File: config.mk
export PLATFORM = sky130hd
export DESIGN_NAME = slpr_front
export DESIGN_NICKNAME = d
export VERILOG_FILES = /design/src/rtl/slpr_pkg.sv /design/src/rtl/slpr_front.sv
export SDC_FILE = /design/constraint.sdc
export NUM_CORES = 1
export LEC_CHECK = 0
export BUFFER_PORTS_ARGS = -buffer_cell sky130_fd_sc_hd__buf_2
export CAP_MARGIN = 40
export CELL_PAD_IN_SITES_DETAIL_PLACEMENT = 0
export CELL_PAD_IN_SITES_GLOBAL_PLACEMENT = 2
export CORE_MARGIN = 2
export CORE_UTILIZATION = 32
export CTS_BUF_LIST = sky130_fd_sc_hd__clkbuf_16
export DETAILED_ROUTE_END_ITERATION = 6
export HOLD_SLACK_MARGIN = 0.12
export PLACE_DENSITY = 0.79
export SETUP_SLACK_MARGIN = 0.2
export SLEW_MARGIN = 20
export SYNTH_ARGS = -nofsm -noshare
export SYNTH_HDL_FRONTEND = slang
export SYNTH_SLANG_ARGS = --single-unit
File: constraint.sdc
create_clock -name clock -period 4.6 [get_ports clock]
set_input_delay 0.92 -clock clock [delete_from_list [all_inputs] [get_ports clock]]
set_output_delay 0.92 -clock clock [all_outputs]
set_load 0.05 [all_outputs]
File: src/rtl/slpr_pkg.sv
// Shared types and constants for the SAM line position router.
// Used by sam_line_position_router, slpr_front and slpr_back; depends on nothing.
package slpr_pkg;

   localparam int POS_W  = 40;
   localparam int DIV_W  = 41;
   localparam int SINK_W = 17;
   localparam int CSR_W  = 11;
   localparam logic [POS_W-1:0] POS_MAX = 40'hFF_FFFF_FFFF;

   localparam logic [7:0] CH_AT    = 8'h40;
   localparam logic [7:0] CH_S     = 8'h53;
   localparam logic [7:0] CH_Q     = 8'h51;
   localparam logic [7:0] CH_N     = 8'h4E;
   localparam logic [7:0] CH_L     = 8'h4C;
   localparam logic [7:0] CH_COLON = 8'h3A;
   localparam logic [7:0] CH_STAR  = 8'h2A;
   localparam logic [7:0] CH_TAB   = 8'h09;
   localparam logic [7:0] CH_NL    = 8'h0A;
   localparam logic [7:0] CH_VT    = 8'h0B;
   localparam logic [7:0] CH_FF    = 8'h0C;
   localparam logic [7:0] CH_CR    = 8'h0D;
   localparam logic [7:0] CH_SP    = 8'h20;
   localparam logic [7:0] CH_ZERO  = 8'h30;
   localparam logic [7:0] CH_NINE  = 8'h39;

   localparam logic [1:0] KIND_REF = 2'd0;
   localparam logic [1:0] KIND_HDR = 2'd1;
   localparam logic [1:0] KIND_ALN = 2'd2;

   localparam logic [1:0] ST_OK      = 2'd0;
   localparam logic [1:0] ST_UNKNOWN = 2'd1;
   localparam logic [1:0] ST_FULL    = 2'd2;
   localparam logic [1:0] ST_OVF     = 2'd3;

   typedef enum logic [1:0] {MODE_NONE, MODE_NAME, MODE_NUM} tok_mode_type;

   typedef struct packed {
      logic             header;
      logic             sq;
      logic             end_hdr;
      logic             ovf;
      logic [POS_W-1:0] number;
   } line_desc_type;

   typedef enum logic [3:0] {
      B_IDLE, B_WDIV_START, B_WDIV_WAIT, B_DISPATCH, B_HDR_INC, B_HDR_ADD,
      B_LOOK_RD, B_LOOK_CMP, B_POS_ADD, B_SDIV_START, B_SDIV_WAIT, B_EMIT
   } back_state_type;

endpackage

File: src/rtl/slpr_front.sv
// Byte parser: tracks header and alignment fields, emits one line word per newline.
// Depends on slpr_pkg.
module slpr_front #(
   parameter int NAME_BYTES = 32
) (
   input  logic                                clock,
   input  logic                                reset,
   input  logic                                byte_valid,
   input  logic                                byte_ready,
   input  logic [7:0]                          text_byte,
   output logic                                push,
   output slpr_pkg::line_desc_type             desc,
   output logic [NAME_BYTES*8-1:0]             name,
   output logic [$clog2(NAME_BYTES+1)-1:0]     name_len
);
   localparam int LW = $clog2(NAME_BYTES + 1);
   localparam int NW = NAME_BYTES * 8;

   logic                      in_header_ff, in_header_in;
   logic                      started_ff, started_in;
   logic                      hdr_ff, hdr_in;
   logic                      sq_ff, sq_in;
   logic                      endh_ff, endh_in;
   logic [1:0]                col_ff, col_in;
   logic [1:0]                tcol_ff, tcol_in;
   logic [7:0]                pre0_ff, pre0_in;
   logic [7:0]                pre1_ff, pre1_in;
   slpr_pkg::tok_mode_type    mode_ff, mode_in;
   logic [3:0]                field_ff, field_in;
   logic [NW-1:0]             name_ff, name_in;
   logic [LW-1:0]             nlen_ff, nlen_in;
   logic [slpr_pkg::POS_W-1:0] num_ff, num_in;
   logic                      ovf_ff, ovf_in;

   logic                      fire, first, hdr_now, endh_now, ws, do_feed;
   logic [3:0]                field_nx;
   logic [slpr_pkg::POS_W+3:0] prod;
   logic [7:0]                c;

   always_comb begin
      c        = text_byte;
      fire     = byte_valid & byte_ready;
      first    = !started_ff;
      hdr_now  = first ? (in_header_ff && c == slpr_pkg::CH_AT) : hdr_ff;
      endh_now = first ? (in_header_ff && c != slpr_pkg::CH_AT) : endh_ff;
      ws       = (c == slpr_pkg::CH_SP) || (c == slpr_pkg::CH_TAB) || (c == slpr_pkg::CH_VT) ||
                 (c == slpr_pkg::CH_FF) || (c == slpr_pkg::CH_CR);
      prod     = ({4'b0, num_ff} << 3) + ({4'b0, num_ff} << 1) +
                 {{(slpr_pkg::POS_W){1'b0}}, 4'(c - slpr_pkg::CH_ZERO)};
      field_nx = (field_ff < 4'd15) ? field_ff + 4'd1 : field_ff;

      in_header_in = in_header_ff;
      started_in   = started_ff;
      hdr_in       = hdr_ff;
      sq_in        = sq_ff;
      endh_in      = endh_ff;
      col_in       = col_ff;
      tcol_in      = tcol_ff;
      pre0_in      = pre0_ff;
      pre1_in      = pre1_ff;
      mode_in      = mode_ff;
      field_in     = field_ff;
      name_in      = name_ff;
      nlen_in      = nlen_ff;
      num_in       = num_ff;
      ovf_in       = ovf_ff;
      push         = 1'b0;
      do_feed      = 1'b0;

      if (fire) begin
         started_in = 1'b1;
         hdr_in     = hdr_now;
         endh_in    = endh_now;
         if (first) begin
            sq_in = hdr_now;
            if (in_header_ff && c != slpr_pkg::CH_AT) begin
               in_header_in = 1'b0;
            end
         end
         if (c == slpr_pkg::CH_NL) begin
            push       = 1'b1;
            started_in = 1'b0;
            hdr_in     = 1'b0;
            sq_in      = 1'b0;
            endh_in    = 1'b0;
            col_in     = '0;
            tcol_in    = '0;
            mode_in    = slpr_pkg::MODE_NONE;
            field_in   = '0;
            name_in    = '0;
            nlen_in    = '0;
            num_in     = '0;
            ovf_in     = 1'b0;
         end else begin
            if (hdr_now) begin
               if (col_ff == 2'd1 && c != slpr_pkg::CH_S) begin
                  sq_in = 1'b0;
               end
               if (col_ff == 2'd2 && c != slpr_pkg::CH_Q) begin
                  sq_in = 1'b0;
               end
               if (ws) begin
                  tcol_in = '0;
                  mode_in = slpr_pkg::MODE_NONE;
               end else if (tcol_ff < 2'd3) begin
                  if (tcol_ff == 2'd0) begin
                     pre0_in = c;
                  end
                  if (tcol_ff == 2'd1) begin
                     pre1_in = c;
                  end
                  tcol_in = tcol_ff + 2'd1;
                  if (tcol_ff == 2'd2 && c == slpr_pkg::CH_COLON) begin
                     if (pre0_ff == slpr_pkg::CH_S && pre1_ff == slpr_pkg::CH_N) begin
                        mode_in = slpr_pkg::MODE_NAME;
                        name_in = '0;
                        nlen_in = '0;
                     end else if (pre0_ff == slpr_pkg::CH_L && pre1_ff == slpr_pkg::CH_N) begin
                        mode_in = slpr_pkg::MODE_NUM;
                        num_in  = '0;
                     end
                  end
               end else begin
                  do_feed = 1'b1;
               end
            end else begin
               if (c == slpr_pkg::CH_TAB) begin
                  field_in = field_nx;
                  if (field_nx == 4'd2) begin
                     mode_in = slpr_pkg::MODE_NAME;
                  end else if (field_nx == 4'd3) begin
                     mode_in = slpr_pkg::MODE_NUM;
                  end else begin
                     mode_in = slpr_pkg::MODE_NONE;
                  end
               end else begin
                  do_feed = 1'b1;
               end
            end
            if (col_ff < 2'd3) begin
               col_in = col_ff + 2'd1;
            end
         end
      end

      if (do_feed) begin
         if (mode_ff == slpr_pkg::MODE_NAME) begin
            if (nlen_ff < LW'(NAME_BYTES)) begin
               for (int k = 0; k < NAME_BYTES; k++) begin
                  if (nlen_ff == LW'(k)) begin
                     name_in[k*8 +: 8] = c;
                  end
               end
               nlen_in = nlen_ff + 1'b1;
            end
         end else if (mode_ff == slpr_pkg::MODE_NUM) begin
            if (c >= slpr_pkg::CH_ZERO && c <= slpr_pkg::CH_NINE) begin
               if (prod > {4'b0, slpr_pkg::POS_MAX}) begin
                  num_in = slpr_pkg::POS_MAX;
                  ovf_in = 1'b1;
               end else begin
                  num_in = prod[slpr_pkg::POS_W-1:0];
               end
            end else begin
               mode_in = slpr_pkg::MODE_NONE;
            end
         end
      end

      desc.header  = hdr_now;
      desc.sq      = first ? hdr_now : sq_ff;
      desc.end_hdr = endh_now;
      desc.ovf     = ovf_ff;
      desc.number  = num_ff;
   end

   always_ff @(posedge clock) begin
      if (reset) begin
         in_header_ff <= 1'b1;
         started_ff   <= 1'b0;
         hdr_ff       <= 1'b0;
         sq_ff        <= 1'b0;
         endh_ff      <= 1'b0;
         col_ff       <= '0;
         tcol_ff      <= '0;
         pre0_ff      <= '0;
         pre1_ff      <= '0;
         mode_ff      <= slpr_pkg::MODE_NONE;
         field_ff     <= '0;
         name_ff      <= '0;
         nlen_ff      <= '0;
         num_ff       <= '0;
         ovf_ff       <= 1'b0;
      end else begin
         in_header_ff <= in_header_in;
         started_ff   <= started_in;
         hdr_ff       <= hdr_in;
         sq_ff        <= sq_in;
         endh_ff      <= endh_in;
         col_ff       <= col_in;
         tcol_ff      <= tcol_in;
         pre0_ff      <= pre0_in;
         pre1_ff      <= pre1_in;
         mode_ff      <= mode_in;
         field_ff     <= field_in;
         name_ff      <= name_in;
         nlen_ff      <= nlen_in;
         num_ff       <= num_in;
         ovf_ff       <= ovf_in;
      end
   end

   assign name     = name_ff;
   assign name_len = nlen_ff;
endmodule

==> flow_summary_export.csv <==
group,metric,value,unit
power_and_ir_drop,power_density,318,nW/um2
job,maxCapViolCount,0,
cts,cts.sinks,334,
global_routing,gr-total-overflow,0,
timing,worst_pin_slew,763,ps
drt,route.detailed.drc,0,
cts,clock-root-buffer,"clkbuf_16",
cts,cts_max_level,2,
cts,cts_buffers,41,
yosys,netlist_area,16100,um2
drt,wl_per_cell,19.4,um
yosys,synth_cell_types,67,
global_routing,grt_max_degree,108,
power_and_ir_drop,p_int,4750,uW
setup_path,crit_path_end_kind,"primary output",
floorplanning,fp.dieH,228,um
timing,slew_headroom,0.490,
floorplanning,fp.dieW,228,um
final_layout,nets,2410,
timing,report.final.hold_viol_count,0,
final_layout,fin_cells,3007,
drt,wirelength,58300,um
yosys,synth_top_area_frac,0.416,
floorplanning,io_pins,319,
final_layout,nFillCells,5246,
cts,cts.repair.resized,0,
placement,place_inst,2933,
timing,fmax,251,MHz
cts,clk_pin_slew,50,ps
setup_path,start_kind,"input pin",
worst_hold_path,holdCritPathClass,"flip-flop to flip-flop",
cts,post-cts-setup-buffer-count,0,
timing,finalCriticalPeriod,3990,ps
floorplanning,dieArea,52000,um2
floorplanning,initial_core_util,0.322,
power_and_ir_drop,p_sw_frac,0.236,
cts,ctsHoldBuffers,0,
power_and_ir_drop,clkPwrFrac,0.505,
timing,final.setup.tns,0,ps
yosys,seq_area_frac_synth,0.416,
drt,via_per_inst,5.23,
timing,rsz0062_at_grt,"no",
setup_path,worst-setup-path-type,"input pin to primary output",
setup_path,arrival,3070,ps
timing,min_period_over_period,0.867,
power_and_ir_drop,p_switching,1460,uW
final_layout,drive_gt1_frac,0.192,
cts,cts_max_path_buffers,3,
power_and_ir_drop,vdd_drop_max,0.223,mV
yosys,synthFlopType,"dfxtp_1",
placement,hpwl,39400,um
yosys,synth-async-reset-ratio,0,
placement,gp_congestion,0.848,
worst_hold_path,holdPathStages,2,
final_layout,final_util,0.392,
power_and_ir_drop,sequentialPowerShare,0.467,
drt,postRouteAntennaNets,0,
drt,first_pass_iters,7,
global_routing,track_usage,0.217,
yosys,synthesis.instances,2059,
drt,vias,15700,
global_routing,first_global_vias,14900,
yosys,synth_largest_area_cell,"dfxtp_1",
setup_path,cp.required,3680,ps
yosys,syn_avg_cell_area,7.81,um2
cts,worstSkewPairLatency,560,ps
timing,finClkSkew,14.5,ps
yosys,synth-edff-count,0,
power_and_ir_drop,pwr-share-comb,0.029,
timing,setup_viol,0,
setup_path,reg2regPathDepth,12,
floorplanning,core,49900,um2
power_and_ir_drop,leakagePower,0.00800,uW
global_routing,antenna_found_initial,1,
run_status,status,"complete, no violations",
yosys,yosys_warnings,0,
final_layout,regArea,6690,um2
cts,cts_tree,"built",
drt,drtIter0Drc,1126,
yosys,synth_nets,2165,
final_layout,multi_input_area,8660,um2
floorplanning,core.rowCount,82,
yosys,ys_ff_latch,334,
global_routing,grt_pass1_wl,89700,um
final_layout,area_growth,21.5,%
setup_path,cp_max_fo,41,
placement,port-buffer-count,318,
timing,drv_slew,0,
yosys,ys_top_cells_by_area,"dfxtp_1 (42%), a21oi_1 (11%), nand3_1 (8.8%), nand2_1 (8.5%), ha_1 (7.2%)",
## power groups by stage
stage	Sequential [uW]	Combinational [uW]	Clock, uW
3_3_place_gp	2960	178	0
5_1_grt	2900	190	3340
2_1_floorplan	2960	101	0
6_report	2900	178	3140
3_5_place_dp	2960	180	0
4_1_cts	2900	181	3230
## kinds of logic after synthesis
logic type	after synthesis	share of synthesized area
xor gates and xnor gates	32	0.0174
buffers and inverters	181	0.0465
AOI/OAI and AO/OA	530	0.188
muxes	3	0.00202
DFF	334	0.416
and+or+nand+nor	885	0.256
adders and majority gates	94	0.0741
## through the flow
step | area [um2] | power (uW) | setup WS (ps) | hold WS (ps)
after floorplan | 16100 | 3060 | 392 | 417
after global placement | 18200 | 3140 | 130 | 432
after detailed placement | 18200 | 3140 | 73.6 | 445
after CTS | 19500 | 6300 | 634 | 454
after global routing | 19500 | 6430 | 391 | 475
final | 19500 | 6210 | 611 | 455
## area by class of cell
type,count,share of cell area
Clock inverter,31,0.0124
Sequential cell,334,0.342
Antenna cell,1,0.000128
Clock buffer,42,0.0538
Multi-Input combinational cell,1544,0.444
Tap cell,672,0.0430
Inverter,22,0.00423
Timing Repair Buffer,361,0.100
## synthesized netlist by cell type (8+ instances only)
| cell type | number |
|---|---|
| a21oi_1 | 369 |
| nand2_1 | 366 |
| dfxtp_1 | 334 |
| nand3_1 | 282 |
| clkbuf_1 | 115 |
| ha_1 | 92 |
| nor2_1 | 91 |
| o21ai_0 | 42 |
| buf_2 | 31 |
| a311oi_1 | 24 |
| inv_1 | 22 |
| and2_1 | 21 |
| nor3_1 | 17 |
| xnor2_1 | 17 |
| nand4_1 | 16 |
| xor2_1 | 15 |
| nor2_2 | 14 |
| o211ai_1 | 14 |
| o21a_1 | 11 |
| a21o_1 | 10 |
| a211oi_1 | 9 |
| a22oi_1 | 9 |
| and3_1 | 9 |
| nand2b_1 | 9 |
| o21bai_1 | 8 |
| or3_1 | 8 |
## registers in the layout, indices dropped and copies added, names as in the netlist, 2 cells and up
signal / count
pre1_ff: 8
tcol_ff: 2
field_ff: 4
mode_ff: 2
name: 256
pre0_ff: 8
num_ff: 40
col_ff: 2
name_len: 6
## placed cells by master, fill, tap and decap left out, types with 15 or more instances in the layout
cell and n:
a21oi_1 369, nand2_1 366, dfxtp_1 334, buf_2 317, nand3_1 282, ha_1 92, nor2_1 91, clkbuf_16 42
o21ai_0 41, buf_4 40, inv_1 33, a311oi_1 24, and2_1 21, xnor2_1 17, nor3_1 16, nand4_1 16
xor2_1 15
## worst max-delay path, stage by stage
cell and delay [ps]:
buf_2 120, buf_4 340, or4b_4 640, nor3_1 350, nand2_1 90, o21ai_0 280, buf_2 330
## routing by layer
metal	up-vias	part of all wire	GRT usage
met5	-	0	0
met4	0	0.023	0.0584
met3	79	0.047	0.0348
met2	396	0.46	0.351
met1	7511	0.47	0.299
li1	7740	-	-
## path summary, 6_finish.rpt
kind | from | slack (ps) | to
setup / recovery | text_byte[3] | 610 | desc[42]
hold / removal | pre0_ff[6] | 460 | pre0_ff[6]
setup reg to reg | num_ff[2] | 730 | num_ff[15]
hold reg to reg | pre0_ff[6] | 460 | pre0_ff[6]
Power figures use the tool's default switching activity.
